### config.mk
export PLATFORM = sky130hd
export DESIGN_NAME = marker_type_length_deframer_top
export DESIGN_NICKNAME = d
export VERILOG_FILES = /design/src/hw/rtl/mtld_pkg.sv /design/src/hw/rtl/marker_type_length_deframer_top.sv
export SDC_FILE = /design/constraint.sdc
export NUM_CORES = 1
export LEC_CHECK = 0
export BUFFER_PORTS_ARGS = -buffer_cell sky130_fd_sc_hd__buf_2
export CORE_MARGIN = 5
export CORE_UTILIZATION = 57
export CTS_CLUSTER_DIAMETER = 50
export DETAILED_ROUTE_END_ITERATION = 7
export PLACE_DENSITY = 0.79
export SYNTH_ARGS = -nofsm -noshare
export SYNTH_HDL_FRONTEND = slang
export SYNTH_SLANG_ARGS = --single-unit
### constraint.sdc
create_clock -name clk -period 3.02 [get_ports clk]
set_input_delay 0.151 -clock clk [delete_from_list [all_inputs] [get_ports clk]]
set_output_delay 0.151 -clock clk [all_outputs]
set_load 0.005 [all_outputs]
### src/hw/rtl/mtld_pkg.sv
`timescale 1ns / 1ps

package mtld_pkg;

  typedef enum logic [1:0] {
    MODE_BOUNDARY = 2'd0,
    MODE_GENERIC  = 2'd1,
    MODE_POSITION = 2'd2,
    MODE_HUNT     = 2'd3
  } mode_t;

  localparam logic [1:0] KIND_GENERIC  = 2'd0;
  localparam logic [1:0] KIND_POSITION = 2'd1;
  localparam logic [1:0] KIND_EMPTY    = 2'd2;
  localparam logic [1:0] KIND_ERROR    = 2'd3;

  localparam logic [7:0] HASH_BYTE = 8'h23;

  localparam logic [1:0] HASH_RUN_FULL = 2'd2;

  localparam logic CFG_POSITION_TYPE   = 1'b0;
  localparam logic CFG_POSITION_LENGTH = 1'b1;

  localparam logic [6:0] POSITION_TYPE_RESET   = 7'd1;
  localparam logic [7:0] POSITION_LENGTH_RESET = 8'd16;

endpackage

### src/hw/rtl/marker_type_length_deframer_top.sv
`timescale 1ns / 1ps

// deframer for a received byte stream: "###" markers, a type byte, then payload
// input channel: in_valid / in_stall with rx_byte, one byte per item
// output channel: out_valid / out_stall with kind, payload_byte, last
//   kind 0 generic payload byte, 1 position payload byte, 2 empty generic
//   message, 3 error on a bad type or marker; last marks a message's final item
// a byte causes at most one output item; marker bytes cause none
// config channel: cfg_valid / cfg_ready with cfg_index and cfg_data
//   index 0 position_type (cfg_data[6:0]), index 1 position_length
//   cfg_ready is always high; write only while the block is idle
// path: an accepted item waits in the input register, is processed into the output
//   register when that is free, and leaves from there
// throughput: one byte per cycle while the output is not stalled, set by the
//   input register and output register pair with the state update between them
// reset: back to the message boundary, registers to type 1 and length 16
// a stalled output holds the result; the input register then holds its byte
//   and in_stall rises, so nothing is lost while the receiver stalls
module marker_type_length_deframer_top (
  input  logic       clk,
  input  logic       rst,
  input  logic       in_valid,
  output logic       in_stall,
  input  logic [7:0] rx_byte,
  output logic       out_valid,
  input  logic       out_stall,
  output logic [1:0] kind,
  output logic [7:0] payload_byte,
  output logic       last,
  input  logic       cfg_valid,
  output logic       cfg_ready,
  input  logic       cfg_index,
  input  logic [7:0] cfg_data
);
  import mtld_pkg::*;

  logic [6:0] position_type;
  logic [7:0] position_length;

  logic       in_reg_valid;
  logic [7:0] in_reg_byte;

  mode_t      mode;
  mode_t      mode_next;
  logic [7:0] bytes_left;
  logic [7:0] bytes_left_next;
  logic [1:0] hash_run;
  logic [1:0] hash_run_next;

  logic       res_valid;
  logic [1:0] res_kind;
  logic [7:0] res_byte;
  logic       res_last;

  logic       out_free;
  logic       fire;
  logic       is_hash;
  logic       fin;

  assign cfg_ready = 1'b1;
  assign out_free  = !out_valid || !out_stall;
  assign fire      = in_reg_valid && out_free;
  assign in_stall  = in_reg_valid && !out_free;
  assign is_hash   = (in_reg_byte == HASH_BYTE);
  assign fin       = (bytes_left <= 8'd1);

  always_ff @(posedge clk) begin
    if (rst) begin
      position_type   <= POSITION_TYPE_RESET;
      position_length <= POSITION_LENGTH_RESET;
    end else if (cfg_valid && cfg_ready) begin
      unique case (cfg_index)
        CFG_POSITION_TYPE:   position_type   <= cfg_data[6:0];
        CFG_POSITION_LENGTH: position_length <= cfg_data;
        default:             position_length <= position_length;
      endcase
    end
  end

  // input register
  always_ff @(posedge clk) begin
    if (rst) begin
      in_reg_valid <= 1'b0;
    end else if (!in_stall) begin
      in_reg_valid <= in_valid;
    end
  end

  always_ff @(posedge clk) begin
    if (in_valid && !in_stall) begin
      in_reg_byte <= rx_byte;
    end
  end

  // next mode
  always_comb begin
    mode_next = mode;
    unique case (mode)
      MODE_GENERIC, MODE_POSITION: begin
        if (fin) begin
          mode_next = MODE_BOUNDARY;
        end
      end
      MODE_HUNT: begin
        if (is_hash && hash_run == HASH_RUN_FULL) begin
          mode_next = MODE_BOUNDARY;
        end
      end
      MODE_BOUNDARY: begin
        priority if (is_hash) begin
          mode_next = MODE_BOUNDARY;
        end else if (hash_run != 2'd0) begin
          mode_next = MODE_HUNT;
        end else if (in_reg_byte[7]) begin
          if (in_reg_byte[6:0] != 7'd0) begin
            mode_next = MODE_GENERIC;
          end
        end else if (in_reg_byte[6:0] == position_type) begin
          if (position_length != 8'd0) begin
            mode_next = MODE_POSITION;
          end
        end else begin
          mode_next = MODE_HUNT;
        end
      end
      default: mode_next = mode;
    endcase
  end

  // counters and result
  always_comb begin
    bytes_left_next = bytes_left;
    hash_run_next   = hash_run;
    res_valid       = 1'b0;
    res_kind        = KIND_ERROR;
    res_byte        = 8'd0;
    res_last        = 1'b1;
    unique case (mode)
      MODE_GENERIC, MODE_POSITION: begin
        res_valid       = 1'b1;
        res_kind        = (mode == MODE_GENERIC) ? KIND_GENERIC : KIND_POSITION;
        res_byte        = in_reg_byte;
        res_last        = fin;
        bytes_left_next = fin ? 8'd0 : bytes_left - 8'd1;
      end
      MODE_HUNT: begin
        if (is_hash && hash_run != HASH_RUN_FULL) begin
          hash_run_next = hash_run + 2'd1;
        end else begin
          hash_run_next = 2'd0;
        end
      end
      MODE_BOUNDARY: begin
        priority if (is_hash) begin
          hash_run_next = (hash_run == HASH_RUN_FULL) ? 2'd0 : hash_run + 2'd1;
        end else if (hash_run != 2'd0) begin
          hash_run_next = 2'd0;
          res_valid     = 1'b1;
        end else if (in_reg_byte[7]) begin
          if (in_reg_byte[6:0] == 7'd0) begin
            res_valid = 1'b1;
            res_kind  = KIND_EMPTY;
          end else begin
            bytes_left_next = {1'b0, in_reg_byte[6:0]};
          end
        end else if (in_reg_byte[6:0] == position_type) begin
          if (position_length != 8'd0) begin
            bytes_left_next = position_length;
          end
        end else begin
          hash_run_next = 2'd0;
          res_valid     = 1'b1;
        end
      end
      default: res_valid = 1'b0;
    endcase
  end

  always_ff @(posedge clk) begin
    if (rst) begin
      mode       <= MODE_BOUNDARY;
      bytes_left <= 8'd0;
      hash_run   <= 2'd0;
    end else if (fire) begin
      mode       <= mode_next;
      bytes_left <= bytes_left_next;
      hash_run   <= hash_run_next;
    end
  end

  // output register
  always_ff @(posedge clk) begin
    if (rst) begin
      out_valid <= 1'b0;
    end else if (out_free) begin
      out_valid <= fire && res_valid;
    end
  end

  always_ff @(posedge clk) begin
    if (fire && res_valid) begin
      kind         <= res_kind;
      payload_byte <= res_byte;
      last         <= res_last;
    end
  end

  a_hash_run_range: assert property (@(posedge clk) disable iff (rst)
    hash_run != 2'd3)
    else $error("hash run count out of range");

  a_payload_count: assert property (@(posedge clk) disable iff (rst)
    (mode == MODE_GENERIC || mode == MODE_POSITION) |-> bytes_left != 8'd0)
    else $error("payload mode with no bytes left");

  a_error_hunts: assert property (@(posedge clk) disable iff (rst)
    (fire && res_valid && res_kind == KIND_ERROR) |=> mode == MODE_HUNT)
    else $error("error result without hunt");

  a_stall_source: assert property (@(posedge clk) disable iff (rst)
    in_stall |-> (in_reg_valid && out_valid && out_stall))
    else $error("input stalled without a full output");

endmodule

# Word level (Yosys, flattened, before mapping)
# Cells that the tools add are included.
# word_totals
reg_bits,48
output_inout_bits,14
wordCells,93
# op_classes
addsub,2
order_cmp,1
eq_ne,18
muxes,36
bitwise_logic,1
reduce_logical,24
# op_table
op,n
$mux 8,7
$mux 2,14
$pmux 8 s2,1
$mux 1,10
$ne 2x2->1 const B,5
$ne 3x3->1 const B,3
$eq 8x6->1 const B,1
$le 8x1->1 const B,1
$ne 4x4->1 const B,2
$pmux 2 s2,2
$reduce_bool 8->1,1
$sub 8x1->8 const B,1
$eq 7x7->1,1
$logic_not 7->1,1
$reduce_and 7->1,1
$reduce_bool 7->1,1
$eq 2x2->1 const B,3
$logic_and 1x1->1,6
$ne 6x6->1 const B,1
$pmux 2 s3,1
$reduce_bool 2->1,3
$ne 5x5->1 const B,1
$reduce_and 5->1,1
$logic_not 1->1,4
9 further kinds,10

# Depth between registers and ports, before layout
# Gate-level depths: netlist of the first run.
# logic_depth
depth_word,7
depth_mapped,8

# Least setup slack after synthesis of the first run
# Ideal clock, no wire load.
# synth_timing
path_type,reg-to-reg
start,register in_reg_byte[2]
end,"register kind[0], enable pin"
t_arrival_ns,2.164
t_required_ns,2.624
slack_ns,0.460
path_stages_with_launch,5
period_less_slack_ns,2.560
path_cell_list,edfxtp_1 -> nor4_1 -> nand2_1 -> a31o_2 -> a21boi_0
# synth_via
elab_chain_len,7
elab_cells_between_ends,10
classes_between,eq/ne: 2; mux: 6; reduce/logical: 2
# synth_rtl
element,line_no,source
from (decl),marker_type_length_deframer_top.sv:41,logic [7:0] in_reg_byte;
from (signal assigned),marker_type_length_deframer_top.sv:91,in_reg_byte <= rx_byte;
$eq 7x7->1 / $logic_not 7->1 (equally long branches),"marker_type_length_deframer_top.sv:166, marker_type_length_deframer_top.sv:160",
$mux 1 (on tied branches),"marker_type_length_deframer_top.sv:166, marker_type_length_deframer_top.sv:160",
$mux 1,marker_type_length_deframer_top.sv:159,end else if (in_reg_byte[7]) begin
$mux 1,marker_type_length_deframer_top.sv:156,end else if (hash_run != 2'd0) begin
$mux 1 *,marker_type_length_deframer_top.sv:154,priority if (is_hash) begin
$pmux 1 s2 *,marker_type_length_deframer_top.sv:138,unique case (mode)
$logic_and 1x1->1 *,marker_type_length_deframer_top.sv:201,if (fire && res_valid) begin
to (signal assigned),marker_type_length_deframer_top.sv:202,kind <= res_kind;
to (decl),marker_type_length_deframer_top.sv:27,"output logic [1:0] kind,"
# Every way passes the cells marked *; elsewhere a longest branch is shown, timed or not.
# A chain may end at the register's enable or synchronous reset.

# Final worst setup path of the first run
# layout_timing
start,register in_reg_byte[7]
end,"register payload_byte[1], enable pin"
# layout_via
elab_chain_len,5
elab_cells_between_ends,6
classes_between,eq/ne: 1; mux: 4; reduce/logical: 1
# layout_rtl
element,line_no,source
$mux 1,marker_type_length_deframer_top.sv:159,
$mux 1,marker_type_length_deframer_top.sv:156,
$mux 1 *,marker_type_length_deframer_top.sv:154,
$pmux 1 s2 *,marker_type_length_deframer_top.sv:138,
$logic_and 1x1->1 *,marker_type_length_deframer_top.sv:201,
to (signal assigned),marker_type_length_deframer_top.sv:203,payload_byte <= res_byte;
to (decl),marker_type_length_deframer_top.sv:28,"output logic [7:0] payload_byte,"
# Marked as above.

==> impl_metrics.yaml, run 1 <==
sta:
  fmax_mhz: 428
  post-route-period-util: 0.774
  rsz0062_at_grt: "false"
  tns_ns: 0
  worst_pin_slew_ns: 0.761
  slew_viol_final: 0
  post-route-min-period_ns: 2.34
  timing.hold.ws_ns: 0.0210
  maxSlewHeadroom: 0.489
  setup_viol: 0
  finalHoldViolCount: 0
  fin_worst_skew_ns: 0.00722
yosys:
  synth_seq_area_share: 0.465
  syn-num-nets: 288
  avgSynthCellArea_um2: 9.59
  synth_edf_count: 19
  syn-cell-area_um2: 2470
  async_flop_share: 0
  synth-seq-cells: 48
  syn_inst: 258
  synthFlopType: "dfxtp_1"
  synth.distinct_cells: 49
  yosysWarnings: 0
critical_path:
  crit_chain: "nor4b_1, nand2_1, a31o_2, a21boi_0, buf_4"
  setup.worst_path.end_class: "register"
  r2r-start: "in_reg_byte[7]"
  crit_arrival_ns: 2.34
  reg2reg_depth: 5
  cp-start-kind: "register"
  path_class: "reg -> reg"
  rr_endpoint: "payload_byte[1]"
  critPathMaxFanout: 13
  critPathTopFamily: "simple AND/OR/NAND/NOR gates"
  worstPathRequired_ns: 3.03
  critPathMaxStageDelay_ns: 0.66
  cp_slowest_cell: "edfxtp_1"
  crit_buf_inv: 1
  r2r_slack_ns: 0.68
route:
  drc_errors: 0
  drt_wl_total_um: 5560
  first_pass_iters: 6
  drtAntennaViolNets: 0
  wl_per_cell_um: 16.3
  drt_iter0_markers: 252
  vias: 2091
  vias_per_cell: 6.11
clocking:
  cts_buffer_depth: 2
  h-tree-depth: 2
  cts_tree: "yes"
  cts_setup_buffers: 0
  ctsResizeCount: 0
  cts.sinks: 48
  clkTransAtPathRegs_ns: 0.09
  insertion_delay_ns: 0.30
  cts-root-buf: "clkbuf_8"
  numCtsBuffers: 5
  holdBufCountCts: 0
power_and_ir_drop:
  p_seq_frac: 0.492
  p_sw_frac: 0.248
  p_clk_frac: 0.354
  p_comb_frac: 0.154
  switchingPower_mw: 0.375
  p_leak_nw: 1.09
  internal-power_mw: 1.14
  power_density_nw_per_um2: 539
  max-vdd-ir-drop_v: 0.000400
global_routing:
  grt_max_degree: 31
  track_usage: 0.216
  grt_pass1_wl_um: 9370
  first_global_vias: 2014
  grt-ovfl-total: 0
  antenna_found_initial: 0
outcome:
  outcome: "completed"
placed_design:
  placed_cell_area_um2: 2670
  gp_congestion: 0.877
  place_hpwl_um: 4190
  port_buffers: 34
cells_and_area:
  layout-drive-gt1-share: 0.200
  mostFrequentLayoutCell: "buf_2"
  stdcell_area_um2: 2810
  post-route-util: 0.653
  area_growth_pct: 13.3
  fillers: 354
  antenna_cells: 0
  final_cell_mix: "buf_2 (34), dfxtp_1 (29), nor2_1 (21), a21oi_1 (21), nand2_1 (20)"
  nets: 319
min_path:
  hold_depth: 1
  min_to: "in_reg_byte[7]"
  hold_path.class: "in -> reg"
  hold_start: "rx_byte[7]"
floorplan:
  die_h_um: 75.9
  io-pin-count: 36
  die_area_um2: 5760
  core_um2: 4290
  fp.dieW_um: 75.9
  rows: 24
  start_util: 0.576
run:
  cap_violations: 0
metal layers:
metal	share of wire	global-route usage	routed length [um]	up-vias
li1	-	-	-	1026
met1	0.42	0.281	2350	966
met2	0.48	0.342	2670	83
met3	0.072	0.0554	398	16
met4	0.027	0.0854	149	0
met5	0	0	0	-
power groups by stage:
stage | Clock [mW] | Sequential, mW | Combinational (mW)
2_1_floorplan | 0 | 0.748 | 0.168
3_3_place_gp | 0 | 0.757 | 0.224
5_1_grt | 0.582 | 0.749 | 0.259
4_1_cts | 0.545 | 0.744 | 0.229
6_report | 0.536 | 0.744 | 0.232
3_5_place_dp | 0 | 0.759 | 0.228
worst reg2reg max path: cells and delay by family (launching register included):
kind            cells  cell delay, ns
compound gates      2            0.46
buf+inv             1            0.22
flops               1            0.66
simple gates        2            0.70
cells by family (layout without fill, tap and decap cells):
group	after synthesis	count (layout)	share of synthesized area
other	1	1	0.00152
flip-flops	48	48	0.465
XOR/XNOR	7	7	0.0248
AND/OR/NAND/NOR	86	86	0.175
buffers and inverters	24	56	0.0379
AO/OA/AOI/OAI	70	70	0.195
multiplexers	14	14	0.0602
adder cells (fa/ha/maj)	8	8	0.0404
flip-flops by register name, indices dropped and copies added (netlist names):
signal / cells
bytes_left: 8
in_reg_byte: 8
payload_byte: 8
position_length: 8
position_type: 7
hash_run: 2
kind: 2
mode: 2
in_reg_valid: 1
last: 1
out_valid: 1
per-stage QoR:
stage	cells	power, mW	setup slack (ns)
after detailed placement	334	0.987	0.740
after global routing	342	1.59	0.381
after CTS	342	1.52	0.723
final	342	1.51	0.683
after global placement	334	0.981	0.810
after floorplan	258	0.916	0.460
synth_stat cells, types with 2 or more instances:
cell | number | share of area
mux2i_1 | 7 | 0.028
a211oi_1 | 5 | 0.015
o311ai_0 | 3 | 0.011
nor2_1 | 21 | 0.032
a211o_1 | 2 | 0.0071
dfxtp_1 | 29 | 0.23
xnor2_1 | 7 | 0.025
nand2_1 | 20 | 0.030
a21oi_1 | 21 | 0.042
o31ai_1 | 4 | 0.012
o21ai_0 | 8 | 0.016
a32oi_1 | 2 | 0.0071
edfxtp_1 | 19 | 0.23
clkbuf_1 | 9 | 0.014
a31o_2 | 4 | 0.014
nand4_1 | 4 | 0.010
a31oi_1 | 6 | 0.015
nand3_1 | 10 | 0.020
and2_1 | 7 | 0.018
a2111oi_0 | 3 | 0.011
mux2_2 | 7 | 0.032
and3_1 | 3 | 0.0076
nor3_1 | 5 | 0.010
nor4_1 | 4 | 0.010
o2111ai_1 | 2 | 0.0071
nand2b_1 | 3 | 0.0076
ha_1 | 8 | 0.040
inv_1 | 13 | 0.020
a21boi_0 | 2 | 0.0061
area by class of cell:
type / instances / area, um2 / area share
Timing Repair Buffer: 35 / 178 / 0.0633
Inverter: 13 / 48.8 / 0.0174
Tap cell: 52 / 65.1 / 0.0232
Sequential cell: 48 / 1150 / 0.410
Clock buffer: 6 / 72.6 / 0.0259
Clock inverter: 2 / 60.1 / 0.0214
Multi-Input combinational cell: 186 / 1230 / 0.438
worst max-delay path by stage:
stage | startpoint | depth (start not counted) | endpoint
after global routing | mode[1] | 7 | mode[1]
after detailed placement | mode[1] | 6 | payload_byte[1]
after floorplan | in_reg_byte[2] | 4 | kind[0]
after global placement | in_reg_byte[7] | 5 | payload_byte[5]
after CTS | mode[1] | 6 | payload_byte[1]
final | in_reg_byte[7] | 5 | payload_byte[1]
Note: power is estimated with default switching activity, not from simulation.
==> run 2: changes to the inputs <==
CORE_UTILIZATION = 51   (was 57)
PLACE_DENSITY = 0.74   (was 0.79)
clock period = 1.85 ns   (was 3.02 ns; I/O delays follow)
==> run 2 against run 1 <==
  * The run now ends with negative setup slack left
  * Sequential cell count did not move
  * Final area rose by 25%
  * Via count rose by 13%
  * Combinational power rose to 2.7 times the previous value
  * Sequential share of layout area fell by 8.1 points
  * Wire length rose by 26%
  * Hold slack improved by 0.0091 ns
  * Clock power rose by 17%
  * Setup slack got worse by 0.80 ns
  * Register-to-register slack got worse by 0.80 ns
  * Largest cell class unchanged
==> impl_metrics.yaml, run 2 (synthesis gave the netlist of run 1 again) <==
floorplan:
  core_um2: 4720
  fp.dieW_um: 79.7
  rows: 25
  die_h_um: 79.7
  start_util: 0.524
  io-pin-count: 36
  die_area_um2: 6350
min_path:
  hold_path.class: "in -> reg"
  hold_start: "cfg_data[6]"
route:
  wl_per_cell_um: 17.2
  drc_errors: 0
  drtAntennaViolNets: 0
  drt_iter0_markers: 160
  vias_per_cell: 5.84
  vias: 2373
  first_pass_iters: 4
  drt_wl_total_um: 6990
outcome:
  violations: "negative setup slack"
  outcome: "complete, but fails checks"
critical_path:
  crit_start: "in_reg_byte[5]"
  r2r-start: "in_reg_byte[5]"
  worstPathRequired_ns: 2.09
  reg2reg_depth: 7
  setup.worst_path.end_class: "register"
  cp-start-kind: "register"
  critPathMaxFanout: 6
  path_class: "reg -> reg"
  rr_endpoint: "mode[0]"
  r2r_slack_ns: -0.12
  crit_arrival_ns: 2.21
  crit_path_end: "mode[0]"
global_routing:
  grt_pass1_wl_um: 10400
  first_global_vias: 2233
  track_usage: 0.209
  grt_max_degree: 31
  grt-ovfl-total: 0
  busiest_layer: "met2"
  grt_use_met1: 0.254
  use_met2: 0.356
  antenna_found_initial: 0
  use_met3: 0.0418
power_and_ir_drop:
  max-vdd-ir-drop_v: 0.000601
  power_density_nw_per_um2: 704
  power_mw: 2.46
  p_leak_nw: 1.37
cells_and_area:
  antenna_cells: 0
  regArea_um2: 1150
  mostFrequentLayoutCell: "buf_4"
  fillers: 285
  layout-drive-gt1-share: 0.398
  nets: 368
  final_cell_mix: "buf_4 (39), buf_2 (34), dfxtp_1 (28)"
  multi_input_area_um2: 1540
  area_growth_pct: 41.4
sta:
  fin_worst_skew_ns: 0.00949
  post-route-period-util: 1.06
  worst_pin_slew_ns: 0.625
  fmax_mhz: 508
  finalHoldViolCount: 0
  maxSlewHeadroom: 0.584
  post-route-worst-setup-slack_ns: -0.119
  slew_viol_final: 0
  timing.hold.ws_ns: 0.0301
  rsz0062_at_grt: "true"
  setup_viol: 20
  post-route-min-period_ns: 1.97
clocking:
  clkTransAtPathRegs_ns: 0.09
  cts-root-buf: "clkbuf_8"
  insertion_delay_ns: 0.31
  numCtsBuffers: 5
  cts_tree: "yes"
  cts.sinks: 48
  cts_buffer_depth: 2
  h-tree-depth: 2
placed_design:
  port_buffers: 34
  place_hpwl_um: 4450
  dp_slack_ns: -0.0890
  gp_congestion: 0.883
run:
  cap_violations: 0
run 2: per-layer routing:
layer	part of all wire	routed length [um]
met1	0.40	2810
met2	0.50	3490
met3	0.060	420
met4	0.040	277
met5	0	0
run 2: cell type report:
| class | count | share of cell area |
|---|---|---|
| Timing Repair Buffer | 84 | 0.167 |
| Inverter | 13 | 0.0139 |
| Clock buffer | 6 | 0.0207 |
| Tap cell | 67 | 0.0240 |
| Multi-Input combinational cell | 186 | 0.441 |
| Sequential cell | 48 | 0.329 |
| Clock inverter | 2 | 0.00358 |
run 2: how the worst min path moves through the flow:
stage	endpoint	slack, ns	cells after the start
CTS	in_reg_valid	0.002	3
global placement	in_reg_byte[2]	0.27	1
floorplan	in_reg_byte[0]	0.19	0
finish	position_type[6]	0.03	3
detailed placement	in_reg_byte[0]	0.27	1
global route	in_reg_valid	0.04	3
run 2: where the power goes:
part           leakage, nW  switching (mW)  internal [mW]  total (mW)
logic                0.920           0.334          0.290       0.623
registers            0.414          0.0515           1.16        1.21
clock network       0.0412           0.362          0.265       0.627
total                 1.37           0.747           1.72        2.46
run 2: per-stage QoR:
step	util	setup TNS, ns	instance area, um2	std cells
3_3_place_gp	0.627	-1.40	2960	378
5_1_grt	0.741	-2.34	3500	406
4_1_cts	0.677	-0.598	3200	399
6_report	0.741	-0.889	3500	406
3_5_place_dp	0.627	-1.36	2960	378
2_1_floorplan	-	0	2510	258
run 2: critical path, cell delays in order, from the launching register on:
cell and delay (ns):
edfxtp_1 0.54, xnor2_1 0.32, nand3_1 0.14, buf_4 0.16, nor4_1 0.31, buf_4 0.18, o21ai_0 0.10, a21oi_2 0.14
run 2: repair_timing:
action / CTS / global route
endpoints found under the hold margin: 8 / 0
pin swaps: 3 / 16
setup buffers: 5 / 7
gates resized for setup: 8 / 47
hold buffers: 8 / 0
setup endpoints to repair: 19 / 23
